`config.mk`:
```
export PLATFORM = sky130hd
export DESIGN_NAME = bus_remote_terminal_responder_top
export DESIGN_NICKNAME = d
export VERILOG_FILES = /design/src/brtr_pkg.sv /design/src/brtr_table.sv /design/src/brtr_seq.sv /design/src/bus_remote_terminal_responder_top.sv
export SDC_FILE = /design/constraint.sdc
export NUM_CORES = 1
export LEC_CHECK = 0
export BUFFER_PORTS_ARGS = -buffer_cell sky130_fd_sc_hd__buf_4
export CORE_ASPECT_RATIO = 1.75
export CORE_MARGIN = 10
export CORE_UTILIZATION = 40
export DETAILED_ROUTE_END_ITERATION = 16
export GPL_TIMING_DRIVEN = 1
export HOLD_SLACK_MARGIN = 0.02
export SETUP_SLACK_MARGIN = 0.1
export SLEW_MARGIN = 20
export SYNTH_ARGS = -nofsm -noshare
export SYNTH_HDL_FRONTEND = slang
export SYNTH_SLANG_ARGS = --single-unit
```
`constraint.sdc`:
```
create_clock -name clk -period 7.9 [get_ports clk]
set_input_delay 0.395 -clock clk [delete_from_list [all_inputs] [get_ports clk]]
set_output_delay 0.395 -clock clk [all_outputs]
set_load 0.05 [all_outputs]
```
`src/brtr_pkg.sv`:
```
// ----------------------------------------------------------------------------
// brtr_pkg
// Types, codes and the reply table contents of the remote-terminal responder.
// ----------------------------------------------------------------------------
package brtr_pkg;

	localparam int TABLE_DEPTH_DEF = 64;

	// sync field codes
	localparam logic [2:0] SYNC_DATA = 3'd1;
	localparam logic [2:0] SYNC_CMD  = 3'd4;
	localparam logic [2:0] SYNC_NONE = 3'd0;

	// mode-code subaddresses
	localparam logic [4:0] MODE_SA_LOW  = 5'd0;
	localparam logic [4:0] MODE_SA_HIGH = 5'd31;

	// result kinds
	localparam logic [2:0] KIND_STATUS  = 3'd0;
	localparam logic [2:0] KIND_DATA_TX = 3'd1;
	localparam logic [2:0] KIND_DATA_RX = 3'd2;
	localparam logic [2:0] KIND_CMD_EVT = 3'd3;
	localparam logic [2:0] KIND_INVALID = 3'd4;

	// spacecraft command codes
	localparam logic [2:0] CODE_PICTURE   = 3'd0;
	localparam logic [2:0] CODE_THRUSTER  = 3'd1;
	localparam logic [2:0] CODE_WHEEL     = 3'd2;
	localparam logic [2:0] CODE_TELEMETRY = 3'd3;
	localparam logic [2:0] CODE_TRANSMIT  = 3'd4;
	localparam logic [2:0] CODE_NONE      = 3'd0;

	localparam logic [7:0] CHAR_SLASH = 8'h2F;
	localparam logic [7:0] CHAR_A     = 8'h41;
	localparam logic [7:0] CHAR_B     = 8'h42;
	localparam logic [7:0] CHAR_C     = 8'h43;
	localparam logic [7:0] CHAR_D     = 8'h44;

	typedef struct packed {
		logic [2:0]  word_sync;
		logic [15:0] word_body;
	} in_t;

	typedef struct packed {
		logic [2:0]  result_kind;
		logic [2:0]  out_sync;
		logic [15:0] out_body;
		logic        out_parity;
		logic [2:0]  command_code;
		logic        last;
	} out_t;

	// letter pairs, first character in the high byte; "AG" is skipped
	function automatic logic [15:0] table_entry(input logic [7:0] idx);
		logic [7:0] hi;
		logic [7:0] lo;
		hi = 8'h00;
		lo = 8'h00;
		if (idx < 8'd6) begin
			hi = CHAR_A;
			lo = CHAR_A + idx;
		end else if (idx < 8'd25) begin
			hi = CHAR_A;
			lo = CHAR_A + idx + 8'd1;
		end else if (idx < 8'd51) begin
			hi = CHAR_B;
			lo = CHAR_A + (idx - 8'd25);
		end else if (idx < 8'd64) begin
			hi = CHAR_C;
			lo = CHAR_A + (idx - 8'd51);
		end
		return {hi, lo};
	endfunction

	function automatic logic [2:0] command_of(input logic [7:0] ch);
		logic [2:0] code;
		case (ch)
			CHAR_A:  code = CODE_PICTURE;
			CHAR_B:  code = CODE_THRUSTER;
			CHAR_C:  code = CODE_WHEEL;
			CHAR_D:  code = CODE_TELEMETRY;
			default: code = CODE_TRANSMIT;
		endcase
		return code;
	endfunction

endpackage

```
`src/brtr_table.sv`:
```
// ----------------------------------------------------------------------------
// brtr_table
// Reply table with one registered read port.
// ----------------------------------------------------------------------------
module brtr_table import brtr_pkg::*; #(
	parameter int TableDepth = TABLE_DEPTH_DEF,
	localparam int AW = $clog2(TableDepth)
) (
	input  logic          clk,
	input  logic [AW-1:0] rd_addr,
	output logic [15:0]   rd_data
);

	logic [15:0] data_q;

	always_ff @(posedge clk) begin
		data_q <= table_entry(8'(rd_addr));
	end

	assign rd_data = data_q;

endmodule

```
`src/brtr_seq.sv`:
```
// ----------------------------------------------------------------------------
// brtr_seq
// Word decoder, reply sequencer and output register of the responder.
// ----------------------------------------------------------------------------
module brtr_seq import brtr_pkg::*; #(
	parameter int TableDepth = TABLE_DEPTH_DEF,
	localparam int AW = $clog2(TableDepth)
) (
	input  logic          clk,
	input  logic          arst_n,
	input  logic [4:0]    own_address,
	input  logic          word_valid,
	output logic          word_stall,
	input  in_t           word,
	output logic          result_valid,
	input  logic          result_stall,
	output out_t          result,
	output logic          busy,
	output logic [AW-1:0] rd_addr,
	input  logic [15:0]   rd_data
);

	logic          busy_q;
	logic          arm_q;
	logic [4:0]    cnt_q;
	logic [AW-1:0] idx_q;
	logic          res_valid_q;
	out_t          res_q;

	logic          load_ok;
	logic          accept;
	logic          step;
	logic [AW-1:0] idx_next;

	logic [4:0]    w_addr;
	logic          w_tr;
	logic [4:0]    w_sa;
	logic [4:0]    w_cnt;
	logic [7:0]    w_c1;
	logic [7:0]    w_c2;
	logic [15:0]   status_body;

	logic          dec_emit;
	logic          dec_stream;
	logic          dec_set_arm;
	logic          dec_clr_arm;
	out_t          dec_res;
	out_t          data_res;

	assign w_addr = word.word_body[15:11];
	assign w_tr   = word.word_body[10];
	assign w_sa   = word.word_body[9:5];
	assign w_cnt  = word.word_body[4:0];
	assign w_c1   = word.word_body[15:8];
	assign w_c2   = word.word_body[7:0];

	assign status_body = {own_address, 10'b0, 1'b1};

	// the output register frees up when empty or when its beat is taken
	assign load_ok    = !res_valid_q || !result_stall;
	assign word_stall = busy_q || !load_ok;
	assign accept     = word_valid && !word_stall;
	assign step       = busy_q && load_ok;

	assign idx_next = (idx_q == AW'(TableDepth - 1)) ? '0 : idx_q + 1'b1;

	// look ahead so that rd_data always holds the entry at idx_q
	assign rd_addr = accept ? AW'(w_sa) : (step ? idx_next : idx_q);

	always_comb begin
		dec_emit    = 1'b0;
		dec_stream  = 1'b0;
		dec_set_arm = 1'b0;
		dec_clr_arm = 1'b0;
		dec_res     = '0;
		dec_res.last = 1'b1;
		if (word.word_sync == SYNC_CMD) begin
			if (w_addr == own_address) begin
				dec_res.result_kind = KIND_STATUS;
				dec_res.out_sync    = SYNC_CMD;
				dec_res.out_body    = status_body;
				dec_res.out_parity  = ~^{SYNC_CMD, status_body};
				if (w_sa == MODE_SA_LOW || w_sa == MODE_SA_HIGH) begin
					dec_emit    = 1'b1;
					dec_set_arm = (w_sa == MODE_SA_LOW);
				end else if (w_tr) begin
					dec_emit     = 1'b1;
					dec_stream   = (w_cnt != 5'd0);
					dec_res.last = (w_cnt == 5'd0);
				end
			end
		end else if (word.word_sync == SYNC_DATA) begin
			if (w_c1 == CHAR_SLASH) begin
				if (arm_q) begin
					dec_emit             = 1'b1;
					dec_clr_arm          = 1'b1;
					dec_res.result_kind  = KIND_CMD_EVT;
					dec_res.command_code = command_of(w_c2);
				end
			end else begin
				dec_emit            = 1'b1;
				dec_res.result_kind = KIND_DATA_RX;
				dec_res.out_body    = word.word_body;
			end
		end else begin
			dec_emit            = 1'b1;
			dec_res.result_kind = KIND_INVALID;
		end
	end

	always_comb begin
		data_res              = '0;
		data_res.result_kind  = KIND_DATA_TX;
		data_res.out_sync     = SYNC_DATA;
		data_res.out_body     = rd_data;
		data_res.out_parity   = ~^{SYNC_DATA, rd_data};
		data_res.command_code = CODE_NONE;
		data_res.last         = (cnt_q == 5'd1);
	end

	always_ff @(posedge clk or negedge arst_n) begin
		if (!arst_n) begin
			busy_q      <= 1'b0;
			arm_q       <= 1'b0;
			cnt_q       <= '0;
			idx_q       <= '0;
			res_valid_q <= 1'b0;
		end else begin
			idx_q <= rd_addr;
			if (accept && dec_set_arm) begin
				arm_q <= 1'b1;
			end else if (accept && dec_clr_arm) begin
				arm_q <= 1'b0;
			end
			if (accept && dec_stream) begin
				busy_q <= 1'b1;
				cnt_q  <= w_cnt;
			end else if (step) begin
				cnt_q <= cnt_q - 5'd1;
				if (cnt_q == 5'd1) begin
					busy_q <= 1'b0;
				end
			end
			if ((accept && dec_emit) || step) begin
				res_valid_q <= 1'b1;
			end else if (!result_stall) begin
				res_valid_q <= 1'b0;
			end
		end
	end

	// hold the beat while stalled
	always_ff @(posedge clk) begin
		if (accept && dec_emit) begin
			res_q <= dec_res;
		end else if (step) begin
			res_q <= data_res;
		end
	end

	assign result_valid = res_valid_q;
	assign result       = res_q;
	assign busy         = busy_q;

endmodule

```
`src/bus_remote_terminal_responder_top.sv`:
```
// ----------------------------------------------------------------------------
// bus_remote_terminal_responder_top
// Remote-terminal responder: decodes received bus words and emits replies.
// ----------------------------------------------------------------------------
// Usage:
//   word channel (word_valid / word_stall / word) carries one received word
//   per beat. result channel (result_valid / result_stall / result) carries
//   the replies and events, one per beat, last marking the final beat that
//   a word causes. cfg channel (cfg_valid / cfg_ready / cfg_data) writes the
//   terminal address; write it only while no reply is outstanding.
//   A result appears in the cycle after its word is taken; the next word
//   may follow unless the result side stalls. A transmit command with n
//   data words streams them after its status reply, one result per cycle
//   while result_stall is low, from the single read port of the reply table.
//   The word channel is stalled while those data words stream out.
//   Reset clears the armed command flag and sets the address to 1; the
//   reply table is constant and needs no clearing pass.
//   When result_stall is high the current beat is held and, once the
//   output register is occupied, word_stall rises as well.
// ----------------------------------------------------------------------------
module bus_remote_terminal_responder_top import brtr_pkg::*; #(
	parameter int TableDepth = TABLE_DEPTH_DEF
) (
	input  logic       clk,
	input  logic       arst_n,
	input  logic       word_valid,
	output logic       word_stall,
	input  in_t        word,
	output logic       result_valid,
	input  logic       result_stall,
	output out_t       result,
	input  logic       cfg_valid,
	output logic       cfg_ready,
	input  logic [4:0] cfg_data
);

	localparam int AW = $clog2(TableDepth);

	logic [4:0]    own_address_q;
	logic          busy;
	logic [AW-1:0] rd_addr;
	logic [15:0]   rd_data;

	assign cfg_ready = !busy;

	always_ff @(posedge clk or negedge arst_n) begin
		if (!arst_n) begin
			own_address_q <= 5'd1;
		end else if (cfg_valid && cfg_ready) begin
			own_address_q <= cfg_data;
		end
	end

	brtr_table #(
		.TableDepth(TableDepth)
	) u_table (
		.clk    (clk),
		.rd_addr(rd_addr),
		.rd_data(rd_data)
	);

	brtr_seq #(
		.TableDepth(TableDepth)
	) u_seq (
		.clk         (clk),
		.arst_n      (arst_n),
		.own_address (own_address_q),
		.word_valid  (word_valid),
		.word_stall  (word_stall),
		.word        (word),
		.result_valid(result_valid),
		.result_stall(result_stall),
		.result      (result),
		.busy        (busy),
		.rd_addr     (rd_addr),
		.rd_data     (rd_data)
	);

endmodule

```
==> impl_metrics.py <==
metrics = {
    "run_status": {
        "status": "completed",
    },
    "floorplanning": {
        "initial_core_util_pct": 41.3,
        "die_h_um": 138,
        "num_io_pins": 59,
        "dieArea_um2": 12000,
        "core_area_um2": 7670,
        "die_width_um": 87.3,
        "rows": 42,
    },
    "timing": {
        "fmax_ghz": 0.301,
        "layout_worst_path_cycle_share_pct": 42.1,
        "drv_slew": 0,
        "tightest_slew_ns": 0.938,
        "max_slew_margin_pct": 37.5,
        "fin_crit_ns": 3.33,
        "hold_violations": 0,
        "setup-tns-final_ns": 0,
        "skew_ns": 0.00708,
        "setup_violations": 0,
        "rsz0062_at_grt": "no",
    },
    "critical_path": {
        "start_kind": "flip-flop",
        "cp.required_ns": 8.09,
        "cp-end-kind": "flip-flop",
        "critPathMaxFanout": 11,
        "critical_path_class": "flip-flop to flip-flop",
        "critPathArrivalTime_ns": 3.52,
    },
    "final_layout": {
        "antennaDiodeCount": 0,
        "syn_to_final_growth_pct": 21.7,
        "fillers": 747,
        "layout_common_cells": "buf_4 (58), nand2_1 (26), edfxtp_1 (26)",
        "layout.cells.most_common": "buf_4",
        "final_nets": 405,
        "drive_gt1_share_pct": 25.4,
    },
    "clock_network": {
        "cts_buffers": 5,
        "clock_latency_ns": 0.30,
        "root_buffer": "clkbuf_16",
        "cts_resized": 0,
        "post_cts_buffers": 0,
        "h-tree-depth": 2,
        "hold_buffers": 1,
        "tritoncts": "yes",
        "clkTransAtPathRegs_ns": 0.07,
        "cts_buffer_depth": 2,
        "cts_sinks": 55,
    },
    "global_route": {
        "grt_max_degree": 27,
        "grt_pass1_vias": 2708,
        "antenna_found_initial": 0,
        "track_usage_pct": 14.4,
        "grt_pass1_wl_um": 13800,
        "overflow": 0,
    },
    "synthesis": {
        "synth_top_area_cell": "edfxtp_1",
        "syn_area_per_cell_um2": 10.2,
        "synth.area.top_cells": "edfxtp_1 (25%), dfrtp_1 (14%), xnor2_1 (6.9%)",
        "yosysTopAreaCellShare_pct": 24.6,
        "synthFlopType": "edfxtp_1",
        "yosys_warnings": 0,
        "syn_area_um2": 3170,
        "ys_seq_area_share_pct": 46.0,
        "ys_ff_latch": 55,
        "yosysUniqueCellTypes": 70,
        "synthArstFlopShare_pct": 34.5,
        "synth_edf_count": 26,
        "synthCells": 310,
    },
    "pwr": {
        "p_per_area_nw_per_um2": 287,
        "finalPower_w": 0.00111,
        "leakagePower_nw": 1.50,
        "ir_worst_vdd_mv": 0.120,
    },
    "detailed_routing": {
        "viasPerCell": 5.82,
        "first_pass_iters": 4,
        "vias": 2664,
        "wl_um": 8470,
        "drt_iter0_markers": 95,
        "avgRoutedWirePerCell_um": 18.5,
        "drc": 0,
        "ant_nets": 0,
    },
    "place": {
        "io_buffers": 57,
        "dp_hpwl_um": 6710,
        "globalplace.congestion": 0.904,
    },
    "job": {
        "maxCapViolCount": 0,
    },
    "min_path": {
        "min_path_type": "input pin to flip-flop",
    },
}
## path summary, 6_finish.rpt
| kind | startpoint | to | slack [ns] | depth (start not counted) |
|---|---|---|---|---|
| max | u_seq.idx_q[0]$_DFF_PN0_ | u_table.rd_data[3]$_DFF_P_ | 4.57 | 10 |
| min | cfg_data[4] | own_address_q[4]$_DFFE_PN0P_ | 0.33 | 2 |
| max reg2reg | u_seq.idx_q[0]$_DFF_PN0_ | u_table.rd_data[3]$_DFF_P_ | 4.57 | 10 |
| min reg2reg | u_seq.cnt_q[4]$_DFFE_PN0P_ | u_seq.cnt_q[4]$_DFFE_PN0P_ | 0.53 | 2 |
| max in group asynchronous | arst_n | own_address_q[0]$_DFFE_PN1P_ | 7.13 | 2 |
| min in group asynchronous | arst_n | u_seq.cnt_q[1]$_DFFE_PN0P_ | 0.51 | 2 |
## where the power goes
group / switching, W / total [W] / internal, W
sequential: 0.0000401 / 0.000408 / 0.000368
combinational: 0.000269 / 0.000446 / 0.000177
clock: 0.000103 / 0.000254 / 0.000151
total: 0.000412 / 0.00111 / 0.000696
## synth_stat cells (4+ instances only)
| master | n |
|---|---|
| o21ai_1 | 6 |
| nor2_1 | 21 |
| nand2_1 | 27 |
| xnor2_1 | 25 |
| dfxtp_1 | 10 |
| clkbuf_1 | 5 |
| edfxtp_1 | 26 |
| and3_1 | 4 |
| inv_1 | 11 |
| o21ai_0 | 16 |
| xor2_1 | 4 |
| o31ai_1 | 4 |
| nor4_1 | 5 |
| dfrtp_1 | 18 |
| a22o_1 | 11 |
| ha_1 | 7 |
| o211ai_1 | 4 |
| nor3_1 | 13 |
| nand2b_1 | 5 |
| mux2_2 | 5 |
| a21oi_1 | 8 |
| nand3_1 | 11 |
## registers in the layout (all words and copies together) (netlist names)
signal              cells
u_table.rd_data        10
u_seq.arm_q             1
u_seq.result_valid      1
own_address_q           5
u_seq.result           26
u_seq.busy              1
u_seq.cnt_q             5
u_seq.idx_q             6
## critical path, cell delays in order, from the launching register on
cell and delay [ns]:
dfrtp_1 0.43, ha_1 0.24, nand3_1 0.17, nor2_1 0.14, o311a_1 0.40, inv_1 0.29, ha_1 0.36, or4_4 0.57
a311oi_2 0.29, o32ai_1 0.13, a31o_1 0.19
## logic make-up after synthesis
family,after synthesis,share of synthesized area [%]
fa+ha+maj,7,2.76
xor+xnor,29,8.01
compound gates,84,20.6
simple gates,107,17.5
other cells,1,0.118
buf+inv,22,3.23
mux,5,1.78
flops,55,46.0
## area by class of cell
type / instances / area, um2 / area share, %
tap: 88 / 110 / 2.85
timing repair buffer: 59 / 445 / 11.5
inverter: 14 / 57.6 / 1.49
clock buffer: 5 / 125 / 3.24
multi-input combinational: 234 / 1620 / 41.9
sequential: 55 / 1460 / 37.8
clock inverter: 3 / 47.5 / 1.23
## routing by layer
layer,global-route usage [%],up-vias,share of wire (%)
met5,0,-,0
met4,7.38,0,3.2
met3,2.84,15,5.3
met2,26.8,83,55
met1,14.4,1287,37
li1,-,1279,-
## through the flow
stage	setup slack, ns	hold slack [ns]	util (%)	instances	area, um2
2_1_floorplan	4.76	0.0994	-	311	3180
3_3_place_gp	4.46	0.281	47.9	449	3680
3_5_place_dp	4.33	0.285	47.9	449	3680
4_1_cts	4.50	0.329	50.3	458	3860
5_1_grt	4.26	0.344	50.3	458	3860
6_report	4.57	0.333	50.3	458	3860
Power figures use the tool's default switching activity.
